===== src/hdl/ttb_pkg.sv =====
// ----------------------------------------------------------------------------
// ttb_pkg
// Shared codes and helpers of the Trickle timer bank.
// ----------------------------------------------------------------------------
package ttb_pkg;

  typedef enum logic [1:0] {
    CMD_TICK       = 2'd0,
    CMD_START      = 2'd1,
    CMD_CONSISTENT = 2'd2,
    CMD_RESET      = 2'd3
  } cmd_t;

  typedef enum logic [1:0] {
    KIND_ALLOC   = 2'd0,
    KIND_REFUSED = 2'd1,
    KIND_XMIT    = 2'd2
  } kind_t;

  localparam logic [31:0] LFSR_TAPS = 32'h8020_0003;
  localparam int unsigned MAX_RESULTS = 4;
  localparam int unsigned HEARD_BITS = 8;

  // One step of the right-shift Galois LFSR; a zero state is stepped as if it were one.
  function automatic logic [31:0] lfsr_step(input logic [31:0] cur);
    logic [31:0] v;
    v = (cur == 32'd0) ? 32'd1 : cur;
    lfsr_step = v[0] ? ((v >> 1) ^ LFSR_TAPS) : (v >> 1);
  endfunction

endpackage


===== src/hdl/trickle_timer_bank.sv =====
// ----------------------------------------------------------------------------
// trickle_timer_bank
// Bank of Trickle timers with a shared serial remainder unit.
// ----------------------------------------------------------------------------
// Usage: each in_ item carries a command. Tick counts every used timer down
// and may emit transmit items, start claims the lowest free slot and answers
// with one item (slot allocated or refused), consistent and reset give no
// item. out_last marks the final item caused by an input item.
// Slots are served one after another by a sequencer. Every draw of a random
// value goes through one shared restoring remainder unit that handles one
// quotient bit per cycle. in_ready is low while an item is in work.
// A transmit is held until the scan shows whether another follows, so the
// last one can carry out_last. Results pass through a single output
// register; the sequencer waits while it is full and the receiver stalls,
// so nothing is lost.
// cfg_ writes load the seed into the LFSR at once; they are taken only while
// the sequencer is idle. Reset frees all slots and loads the LFSR with one.
// ----------------------------------------------------------------------------
module trickle_timer_bank #(
  parameter int TIMERS = 4,
  parameter int INTERVAL_BITS = 24
) (
  input  logic                     clk,
  input  logic                     rst_n,
  input  logic                     in_valid,
  output logic                     in_ready,
  input  logic [1:0]               in_command,
  input  logic [1:0]               in_timer_index,
  input  logic [INTERVAL_BITS-1:0] in_min_interval_in,
  input  logic [INTERVAL_BITS-1:0] in_max_interval_in,
  input  logic [7:0]               in_redundancy_in,
  output logic                     out_valid,
  input  logic                     out_ready,
  output logic [1:0]               out_kind,
  output logic [1:0]               out_slot,
  output logic                     out_last,
  input  logic                     cfg_valid,
  output logic                     cfg_ready,
  input  logic [31:0]              cfg_random_seed
);
  import ttb_pkg::*;

  localparam int IB = INTERVAL_BITS;
  localparam int SW = (TIMERS > 1) ? $clog2(TIMERS) : 1;
  localparam int CW = $clog2(33) + 1;

  typedef enum logic [3:0] {
    S_IDLE, S_START, S_DIV, S_SLOT, S_XMIT, S_DONE, S_OUT
  } state_t;

  // What the remainder result is used for.
  typedef enum logic [1:0] {
    D_FIRST, D_SPLIT
  } dgoal_t;

  state_t      state_r;
  dgoal_t      goal_r;
  logic [31:0] lfsr_r;
  logic [TIMERS-1:0] used_r, second_r;
  logic [IB-1:0] ivl_r [TIMERS];
  logic [IB-1:0] split_r [TIMERS];
  logic [IB-1:0] left_r [TIMERS];
  logic [IB-1:0] mn_r [TIMERS];
  logic [IB-1:0] mx_r [TIMERS];
  logic [HEARD_BITS-1:0] heard_r [TIMERS];
  logic [HEARD_BITS-1:0] thr_r [TIMERS];

  logic [1:0]  cmd_r;
  logic [IB-1:0] mnin_r, mxin_r;
  logic [7:0]  kin_r;
  logic [SW-1:0] cur_r;
  logic [2:0]  nres_r;
  logic        pend_r;
  logic        hit_r;
  logic [SW-1:0] pslot_r;
  // remainder unit: rem = num mod den, one bit per cycle
  logic [31:0] num_r;
  logic [IB:0] rem_r;
  logic [IB-1:0] den_r;
  logic [CW-1:0] cnt_r;
  logic        ov_r;
  logic [1:0]  okind_r;
  logic [1:0]  oslot_r;
  logic        olast_r;

  logic [IB:0] shl;
  logic [IB:0] sub;
  logic [IB-1:0] half;
  logic [IB:0] dbl;
  logic [SW-1:0] free_idx;
  logic        free_ok;
  logic [SW-1:0] idx;
  logic        idx_ok;
  logic [31:0] next_draw;
  logic        out_free;
  logic        refuse;
  logic        last_slot;
  logic        emit;

  assign in_ready  = (state_r == S_IDLE) && !cfg_valid;
  assign cfg_ready = (state_r == S_IDLE);
  assign out_valid = ov_r;
  assign out_kind  = okind_r;
  assign out_slot  = oslot_r;
  assign out_last  = olast_r;

  assign shl = {rem_r[IB-1:0], num_r[31]};
  assign sub = shl - {1'b0, den_r};
  assign half = (ivl_r[cur_r] >> 1) == '0 ? IB'(1) : (ivl_r[cur_r] >> 1);
  assign dbl = {ivl_r[cur_r], 1'b0};
  assign next_draw = lfsr_step(lfsr_r);
  assign idx = SW'(in_timer_index);
  assign idx_ok = (32'(in_timer_index) < TIMERS) && used_r[idx];

  assign out_free  = !ov_r || out_ready;
  assign refuse    = mnin_r < IB'(2) || mxin_r <= mnin_r || !free_ok;
  assign last_slot = (32'(cur_r) == TIMERS - 1);
  assign emit = out_free && ((state_r == S_START && refuse) ||
                             (state_r == S_DONE && cmd_r == CMD_START) ||
                             (state_r == S_OUT && (hit_r || (last_slot && pend_r))));

  always_comb begin
    free_idx = '0;
    free_ok = 1'b0;
    for (int i = TIMERS - 1; i >= 0; i--) begin
      if (!used_r[i]) begin
        free_idx = SW'(i);
        free_ok = 1'b1;
      end
    end
  end

  always_ff @(posedge clk) begin
    if (!rst_n) begin
      state_r  <= S_IDLE;
      lfsr_r   <= 32'd1;
      used_r   <= '0;
      second_r <= '0;
      ov_r     <= 1'b0;
      pend_r   <= 1'b0;
      hit_r    <= 1'b0;
    end else begin
      if (emit) ov_r <= 1'b1;
      else if (out_ready) ov_r <= 1'b0;
      if (cfg_valid && cfg_ready) lfsr_r <= cfg_random_seed;
      unique case (state_r)
        S_IDLE: begin
          if (in_valid && in_ready) begin
            cmd_r  <= in_command;
            mnin_r <= IB'(in_min_interval_in);
            mxin_r <= IB'(in_max_interval_in);
            kin_r  <= in_redundancy_in;
            cur_r  <= (cmd_t'(in_command) == CMD_RESET) ? idx : '0;
            nres_r <= '0;
            unique case (cmd_t'(in_command))
              CMD_TICK:  state_r <= S_SLOT;
              CMD_START: state_r <= S_START;
              CMD_CONSISTENT: begin
                if (idx_ok && heard_r[idx] != '1) heard_r[idx] <= heard_r[idx] + 1'b1;
              end
              CMD_RESET: begin
                if (idx_ok) begin
                  ivl_r[idx] <= mn_r[idx];
                  state_r <= S_XMIT;
                end
              end
              default: ;
            endcase
          end
        end
        S_START: begin
          if (out_free) begin
            if (refuse) begin
              okind_r <= KIND_REFUSED; oslot_r <= '0;
              olast_r <= 1'b1;
              state_r <= S_IDLE;
            end else begin
              cur_r <= free_idx;
              used_r[free_idx] <= 1'b1;
              mn_r[free_idx] <= mnin_r;
              mx_r[free_idx] <= mxin_r;
              thr_r[free_idx] <= kin_r;
              lfsr_r <= next_draw;
              num_r <= next_draw;
              den_r <= mxin_r - mnin_r;
              rem_r <= '0;
              cnt_r <= '0;
              goal_r <= D_FIRST;
              state_r <= S_DIV;
            end
          end
        end
        S_DIV: begin
          num_r <= {num_r[30:0], 1'b0};
          rem_r <= sub[IB] ? shl : sub;
          cnt_r <= cnt_r + 1'b1;
          if (cnt_r == CW'(31)) begin
            if (goal_r == D_FIRST) begin
              ivl_r[cur_r] <= mnin_r + (sub[IB] ? shl[IB-1:0] : sub[IB-1:0]);
              goal_r <= D_SPLIT;
              state_r <= S_XMIT;
            end else begin
              split_r[cur_r] <= den_r + (sub[IB] ? shl[IB-1:0] : sub[IB-1:0]);
              left_r[cur_r]  <= den_r + (sub[IB] ? shl[IB-1:0] : sub[IB-1:0]);
              state_r <= S_DONE;
            end
          end
        end
        // begin an interval: draw the transmit point
        S_XMIT: begin
          heard_r[cur_r] <= '0;
          second_r[cur_r] <= 1'b0;
          lfsr_r <= next_draw;
          num_r <= next_draw;
          den_r <= half;
          rem_r <= '0;
          cnt_r <= '0;
          goal_r <= D_SPLIT;
          state_r <= S_DIV;
        end
        S_DONE: begin
          if (cmd_r == CMD_START) begin
            if (out_free) begin
              okind_r <= KIND_ALLOC; oslot_r <= 2'(cur_r);
              olast_r <= 1'b1;
              state_r <= S_IDLE;
            end
          end else if (cmd_r == CMD_TICK) begin
            state_r <= S_OUT;
          end else begin
            state_r <= S_IDLE;
          end
        end
        S_SLOT: begin
          if (used_r[cur_r]) begin
            if (left_r[cur_r] > IB'(1)) begin
              left_r[cur_r] <= left_r[cur_r] - 1'b1;
              state_r <= S_OUT;
            end else if (!second_r[cur_r]) begin
              if (heard_r[cur_r] < thr_r[cur_r] && nres_r < 3'(MAX_RESULTS)) begin
                nres_r <= nres_r + 1'b1;
                // a held transmit is flushed first when another one comes
                if (pend_r) hit_r <= 1'b1;
                else begin
                  pend_r <= 1'b1;
                  pslot_r <= cur_r;
                end
              end
              second_r[cur_r] <= 1'b1;
              left_r[cur_r] <= (ivl_r[cur_r] > split_r[cur_r]) ?
                               ivl_r[cur_r] - split_r[cur_r] : IB'(1);
              state_r <= S_OUT;
            end else begin
              ivl_r[cur_r] <= (dbl > {1'b0, mx_r[cur_r]}) ? mx_r[cur_r] : dbl[IB-1:0];
              state_r <= S_XMIT;
            end
          end else begin
            state_r <= S_OUT;
          end
        end
        // emit a held transmit once it is known whether another follows, then advance
        S_OUT: begin
          if (hit_r) begin
            if (out_free) begin
              okind_r <= KIND_XMIT; oslot_r <= 2'(pslot_r);
              olast_r <= 1'b0;
              pslot_r <= cur_r;
              hit_r <= 1'b0;
            end
          end else if (last_slot) begin
            if (pend_r) begin
              if (out_free) begin
                okind_r <= KIND_XMIT; oslot_r <= 2'(pslot_r);
                olast_r <= 1'b1;
                pend_r <= 1'b0;
                state_r <= S_IDLE;
              end
            end else begin
              state_r <= S_IDLE;
            end
          end else begin
            cur_r <= cur_r + 1'b1;
            state_r <= S_SLOT;
          end
        end
        default: state_r <= S_IDLE;
      endcase
    end
  end

endmodule


===== config.mk =====
export PLATFORM = sky130hd
export DESIGN_NAME = trickle_timer_bank
export DESIGN_NICKNAME = d
export VERILOG_FILES = /design/src/hdl/ttb_pkg.sv /design/src/hdl/trickle_timer_bank.sv
export SDC_FILE = /design/constraint.sdc
export NUM_CORES = 1
export LEC_CHECK = 0
export ABC_AREA = 0
export BUFFER_PORTS_ARGS = -buffer_cell sky130_fd_sc_hd__buf_2
export CORE_AREA = 4 4 267 269
export DETAILED_ROUTE_END_ITERATION = 8
export DIE_AREA = 0 0 271 273
export PLACE_DENSITY = 0.71
export SETUP_SLACK_MARGIN = 0.05
export SLEW_MARGIN = 20
export SYNTH_ARGS = -nofsm -noshare
export SYNTH_HDL_FRONTEND = slang
export SYNTH_SLANG_ARGS = --single-unit

===== constraint.sdc =====
create_clock -name clk -period 12.01 [get_ports clk]
set_clock_uncertainty 0.2 [all_clocks]
set_input_delay 1.201 -clock clk [delete_from_list [all_inputs] [get_ports clk]]
set_output_delay 1.201 -clock clk [all_outputs]
set_load 0.05 [all_outputs]

==> results of run 1 <==
## layer usage
| metal | track usage | wire length, um | vias to the layer above |
|---|---|---|---|
| met5 | 0 | 0 | - |
| met2 | 0.4524 | 49160 | 992 |
| met4 | 0.09919 | 3646 | 0 |
| met3 | 0.04855 | 7688 | 178 |
| li1 | - | - | 11070 |
| met1 | 0.3626 | 40710 | 12350 |
## through the flow
step | cells | cell area (um^2) | power [uW] | hold slack (ns) | util
6_report | 3945 | 42030 | 5850 | 0.2906 | 0.6128
5_1_grt | 3945 | 42030 | 6046 | 0.3130 | 0.6128
4_1_cts | 3945 | 42030 | 5878 | 0.2852 | 0.6128
3_5_place_dp | 3805 | 39450 | 3462 | 0.2775 | 0.5752
3_3_place_gp | 3805 | 39450 | 3452 | 0.2440 | 0.5752
2_1_floorplan | 2825 | 37680 | 3300 | 0.2329 | -
## logic make-up (layout without fill, tap and decap cells)
family	count (synthesis)	count (layout)	synth area share
compound gates	525	525	0.08952
xor+xnor	126	126	0.02929
fa+ha+maj	166	166	0.05611
buf+inv	255	444	0.02739
flops	751	751	0.5855
mux	246	246	0.1150
other cells	1	1	0.00009952
simple gates	755	755	0.09715
## how the worst min path moves through the flow
| stage | startpoint | to | slack, ns | cells past startpoint |
|---|---|---|---|---|
| floorplan | flip-flop | flip-flop | 0.23 | 2 |
| global placement | flip-flop | flip-flop | 0.24 | 2 |
| detailed placement | flip-flop | flip-flop | 0.28 | 2 |
| CTS | flip-flop | flip-flop | 0.29 | 2 |
| global route | flip-flop | flip-flop | 0.31 | 2 |
| finish | lfsr_r[8] | lfsr_r[7] | 0.29 | 2 |
## layout by cell type (no fill, tap or decap), drive strengths merged, types with 23 or more instances in the layout
master and count:
a211oi 49, a21o 58, a21oi 139, and2 40, buf 154, clkbuf 95
clkinv 32, dfxtp 49, edfxtp 702, ha 161, inv 152, mux2 42
mux2i 59, mux4 145, nand2 285, nand2b 26, nand3 49, nand4 31
nor2 156, nor2b 26, nor3 42, nor4 31, o211ai 25, o21a 23
o21ai 108, xnor2 73, xor2 53
## worst max-delay path, cell delays in order (launching register included)
cell	delay [ns]
edfxtp_1	0.40
inv_1	0.07
ha_1	0.18
inv_1	0.07
fa_1	0.41
a21o_1	0.20
a21oi_1	0.30
o211ai_1	0.28
a211o_1	0.36
and3_1	0.17
nor3_2	0.15
buf_4	0.45
o21ai_0	0.27
ha_1	0.29
fa_1	0.44
a21o_1	0.19
a21oi_1	0.24
o21ai_0	0.22
and3_1	0.24
or3b_1	0.40
o311a_1	0.32
or3_1	0.33
a31oi_1	0.25
o22ai_1	0.16
## registers in the layout, indices dropped and copies added (netlist names), 3 cells and up, named ones only
signal	cells
mxin_r	24
mn_r	96
nres_r	3
thr_r	32
left_r	96
heard_r	32
state_r	4
cnt_r	7
num_r	32
used_r	4
ivl_r	96
mnin_r	24
den_r	24
rem_r	24
kin_r	8
split_r	96
lfsr_r	32
mx_r	96
## cell type report
type                            instances  area [um^2]  share of cell area
Inverter                              150        568.0             0.01352
Clock buffer                           95         2121             0.05046
Clock inverter                         45        457.9             0.01090
Timing Repair Buffer                  154        895.9             0.02132
Sequential cell                       751        22070              0.5251
Multi-Input combinational cell       1819        14750              0.3510
Tap cell                              931         1165             0.02772
## where the power goes
part | internal, uW | leakage, uW | switching, uW | total (uW)
registers | 2870 | 0.00673 | 27.7 | 2900
clock network | 1420 | 0.00125 | 1020 | 2440
logic | 211 | 0.00720 | 308 | 519
==> qor.yml, run 1 <==
floorplan:
  floorplan.die.height_um: 273
  horiz_die_dim_um: 271
  core_um2: 68590
  placement_rows: 96
  fp.dieArea_um2: 73980
  io-pin-count: 105
  floorplan.initialDensity: 0.5494
place:
  dp_worst_setup_slack_ns: 5.162
  place.port_buffers: 104
  dpl.hpwl_mm: 70.09
  gp_routability_congestion: 0.9692
routing:
  routed_antenna_nets: 0
  route.detailed.vias_per_inst: 6.231
  via_count: 24580
  drt-pass1-iter-count: 5
  post_drt_wl_per_cell_um: 25.65
  drc_errors: 0
  drt_iter0_markers: 2267
  detail_route.wirelength_mm: 101.2
global_route:
  antenna_violations_before_repair: 0
  grt_first_pass_wirelength_mm: 151.5
  globalRoute.totalOverflow: 0
  grt_start_max_net_pins: 78
  first_global_vias: 24450
  grt.total_usage: 0.2718
worst_setup_path:
  worst_setup_path_start_kind: "flip-flop"
  rr_endpoint: "left_r[3][16]"
  worst_setup_path_endpoint: "left_r[3][16]"
  cp-end-kind: "flip-flop"
  crit_type: "flip-flop to flip-flop"
  crit_path_start: "num_r[31]"
  r2r_slack_ns: 5.07
  critical_path_peak_fanout: 49
  timing.critical_path.required_ns: 12.13
  worst_r2r_path_depth: 23
  crit_arrival_ns: 7.06
  r2r_start: "num_r[31]"
clock_network:
  total_cts_buffers: 79
  cts_tree: "yes"
  root_buffer: "clkbuf_16"
  cts-hold-fix-buffers: 0
  cts_buffer_depth: 3
  worstSkewPairLatency_ns: 0.63
  cts_repair_resize_count: 0
  postCtsSetupRepairBufs: 0
  cts_htree_levels: 3
  tritoncts_num_sinks: 751
  clk_transition_reported_paths_ns: 0.06
timing:
  hold_violations: 0
  finalWorstPathRequiredPeriod_ns: 6.939
  slew_viol_final: 0
  grt_setup_unrepaired: "no"
  post-route-period-util: 0.5778
  setup_violations: 0
  finalSetupTns_ns: 0
  worst_slew_pin_slew_ns: 1.230
  min_setup_slack_post_route_ns: 5.071
  worst_slew_margin_rel: 0.1589
  fmax_mhz: 144.1
final_layout:
  syn2layout_area_growth_pct: 11.54
  n_fill_cell: 5198
  drive_above_1_share: 0.1682
  layout.nets: 3218
  insertedDiodeCount: 0
pwr:
  power_density_nw_per_um2: 139.2
  power_leakage_uw: 0.01518
  vdd_ir_drop_max_v: 0.0001272
run_status:
  result_of_the_run: "completed"
yosys:
  synth_cells: 2825
  synthDominantAreaCellType: "edfxtp_1"
  async_flop_share: 0
  synth.lib_cells_used.distinct: 94
  synth-main-ff-cell: "edfxtp_1"
  synthesis.yosys.warnings: 0
  synth.net_count: 3088
  post-synth-top-area-fraction: 0.5594
  synth_most_common_cell: "edfxtp_1"
  synth_common_cells: "702 x edfxtp_1, 285 x nand2_1, 161 x ha_1"
  ys_seq_elements: 751
  syn_area_um2: 37680
  number_of_enable_type_register_cells_in_the_synthesized_netlist: 702
  post_synth.cell_area_avg_um2: 13.34
  synth.top_cells.by_area: "edfxtp_1 56%, mux4_2 8.6%, ha_1 5.3%"
  synth-seq-area-share: 0.5855
worst_hold_path:
  worst_hold_path_type: "flip-flop to flip-flop"
job:
  cap_violations: 0
Note: power is estimated with default switching activity, not from simulation.
==> run 2: changes to the inputs <==
- ABC_AREA: 0 -> 1
- CORE_AREA: 4 4 267 269 -> 4 4 274 276
- DIE_AREA: 0 0 271 273 -> 0 0 278 280
- PLACE_DENSITY: 0.71 -> 0.74
- clock period: 12.01 -> 6.2 ns (I/O delays scaled with it)
==> run 2 against run 1 <==
Sequential power grew 98%. Critical path depth grew 2. Core utilization shrank 0.22 points. Hold slack lost 0.19 ns. Die area grew 5.2%. First-iteration DRC count grew 62%. Non-clock buffer count grew 57. Flip-flop and latch count is the same. Synthesized cell count grew 49%. Critical path type unchanged. Critical endpoint is now ivl_r[0][15].
==> qor.yml, run 2 <==
timing:
  fmax_mhz: 176.2  # +22%
  post-route-period-util: 0.9151  # +0.3374
  finalWorstPathRequiredPeriod_ns: 5.674  # -1.265 ns
  grt_setup_unrepaired: "no"
  setup_violations: 0  # unchanged
  finalSetupTns_ns: 0  # unchanged
  slew_viol_final: 0  # unchanged
  whs_ns: 0.09830  # -0.1923 ns
  hold_violations: 0  # unchanged
  worst_slew_pin_slew_ns: 1.112  # -0.1175 ns
  worst_slew_margin_rel: 0.2538  # +0.09493
global_route:
  grt_start_max_net_pins: 148  # +90%
  grt_first_pass_wirelength_mm: 176.7  # +17%
  grt.total_usage: 0.2937  # +0.02185
  first_global_vias: 30160  # +23%
  globalRoute.totalOverflow: 0  # unchanged
  antenna_violations_before_repair: 2  # +2
clock_network:
  root_buffer: "clkbuf_16"
  tritoncts_num_sinks: 751  # unchanged
  clk_transition_reported_paths_ns: 0.06  # about the same
  cts_tree: "yes"
  total_cts_buffers: 79  # unchanged
  cts_buffer_depth: 3  # unchanged
  worstSkewPairLatency_ns: 0.65  # +0.02 ns
  cts_htree_levels: 3  # unchanged
routing:
  via_count: 31880  # +30%
  drc_errors: 0  # unchanged
  route.detailed.vias_per_inst: 5.935  # -4.7%
  drt_iter0_markers: 3667  # +62%
  drt-pass1-iter-count: 6  # +1
  post_drt_wl_per_cell_um: 21.87  # -15%
  detail_route.wirelength_mm: 117.5  # +16%
  routed_antenna_nets: 0  # unchanged
final_layout:
  insertedDiodeCount: 0  # unchanged
  final_design_area_no_fill_um2: 44320  # +5.5%
  postLayoutCoreUtil: 0.6106  # -0.002202
  drive_above_1_share: 0.07888  # -0.08934
  multi_input_area_um2: 15510  # +5.2%
  layout_commonest_cell: "nand2_1"
  syn2layout_area_growth_pct: 11.78
  layout.nets: 4615  # +43%
  post_layout_nonfiller_instances: 5371  # +36%
  layout_common_cells: "1064 x nand2_1, 702 x edfxtp_1, 355 x inv_1, 355 x nor2_1, 315 x a21oi_1"
  sequential_cell_area_um2: 22070  # about the same
  n_fill_cell: 6020  # +16%
floorplan:
  io-pin-count: 105  # unchanged
  core_um2: 72590  # +5.8%
  horiz_die_dim_um: 278  # +2.6%
  fp.dieArea_um2: 77840  # +5.2%
  placement_rows: 99  # +3.1%
  floorplan.die.height_um: 280  # +2.6%
  floorplan.initialDensity: 0.5462  # -0.003172
place:
  gp_routability_congestion: 1.033  # +6.6%
  dpl.hpwl_mm: 80.82  # +15%
  dpl.cell_count: 5172  # +36%
  cell_area_after_placement_um2: 41180  # +4.4%
  place.port_buffers: 104  # unchanged
worst_hold_path:
  worst_hold_path_type: "input pin to flip-flop"
  min_from: "rst_n"
worst_setup_path:
  worst_path_largest_cell_delay_ns: 0.44  # about the same
  critical_path_peak_fanout: 17  # -65%
  worstPathBufferInverterCount: 5  # +2
  crit_path_start: "num_r[31]"
  crit_family: "compound AO/OA/AOI/OAI gates"
  r2r_start: "num_r[31]"
  cp-end-kind: "flip-flop"
  cp_common_cell: "nand2_1"
  crit_arrival_ns: 5.83  # -1.23 ns
  cpMaxStageDelayCell: "fa_1"
  timing.critical_path.required_ns: 6.36  # -5.77 ns
  crit_type: "flip-flop to flip-flop"
  worst_setup_path_start_kind: "flip-flop"
yosys:
  post-synth-top-area-fraction: 0.5317  # -0.02777
  ys_seq_elements: 751  # unchanged
  synth.lib_cells_used.distinct: 64  # -32%
  synthesis.yosys.warnings: 0  # unchanged
  synth_common_cells: "1065 x nand2_1, 702 x edfxtp_1, 368 x nor2_1"
  synth.top_cells.by_area: "edfxtp_1 53%, nand2_1 10%, ha_1 5.1%"
  synth-main-ff-cell: "edfxtp_1"
  synth-seq-area-share: 0.5564  # -0.02906
  synthDominantAreaCellType: "edfxtp_1"
  post_synth.cell_area_avg_um2: 9.391  # -30%
  async_flop_share: 0  # unchanged
  synth.net_count: 4485  # +45%
  synth_most_common_cell: "nand2_1"
  synth_cells: 4222  # +49%
  number_of_enable_type_register_cells_in_the_synthesized_netlist: 702  # unchanged
  syn_area_um2: 39650  # +5.2%
pwr:
  power_density_nw_per_um2: 284.0  # +100%
  power_leakage_uw: 0.01754  # +16%
  vdd_ir_drop_max_v: 0.0003031  # +140%
run_status:
  result_of_the_run: "completed"
job:
  cap_violations: 0  # unchanged
-- run 2: layout make-up --
class / instances / share of cell area
Tap cell: 959 / 0.02707
Clock buffer: 95 / 0.04689
Timing Repair Buffer: 211 / 0.03540
Multi-Input combinational cell: 2937 / 0.3500
Sequential cell: 751 / 0.4979
Clock inverter: 46 / 0.01090
Inverter: 372 / 0.03184
-- run 2: what timing repair did --
item,CTS,global route
buffers inserted,0,0
resized for setup,0,2
hold buffers,58,0
setup endpoints to repair,0,8
hold endpoints to repair,58,0
-- run 2: metal layers --
| metal | track usage | routed length, um |
|---|---|---|
| met4 | 0.1389 | 6747 |
| met5 | 0 | 10 |
| met1 | 0.3958 | 47250 |
| met2 | 0.4684 | 53440 |
| met3 | 0.05076 | 10040 |
-- run 2: logic make-up after synthesis --
| logic type | Yosys count | share of synthesized area |
|---|---|---|
| fa+ha+maj | 166 | 0.05333 |
| buf+inv | 534 | 0.05450 |
| xor+xnor | 99 | 0.02187 |
| simple gates | 1833 | 0.1913 |
| compound gates | 837 | 0.1222 |
| flops | 751 | 0.5564 |
| other cells | 1 | 0.00009458 |
| mux | 1 | 0.0002525 |
-- run 2: final timing paths --
path | endpoint | slack (ns) | cells after the start
hold reg to reg | flip-flop | 0.26 | 2
hold / removal | lfsr_r[0] | 0.1 | 2
setup reg to reg | ivl_r[0][15] | 0.53 | 25
setup / recovery | ivl_r[0][15] | 0.53 | 25
-- run 2: report_power, final --
| group | switching, uW | internal (uW) | total (uW) | leakage [uW] |
|---|---|---|---|---|
| registers | 58.5 | 5680 | 5740 | 0.00674 |
| clock network | 2030 | 2670 | 4690 | 0.00124 |
| logic | 1490 | 666 | 2150 | 0.00956 |
-- run 2: through the flow --
stage	total power (uW)	worst slack, ns
6_report	12590	0.5261
5_1_grt	13050	0.07456
4_1_cts	12560	0.5530
3_5_place_dp	7902	0.5886
3_3_place_gp	7870	0.7104
2_1_floorplan	7264	-0.7173
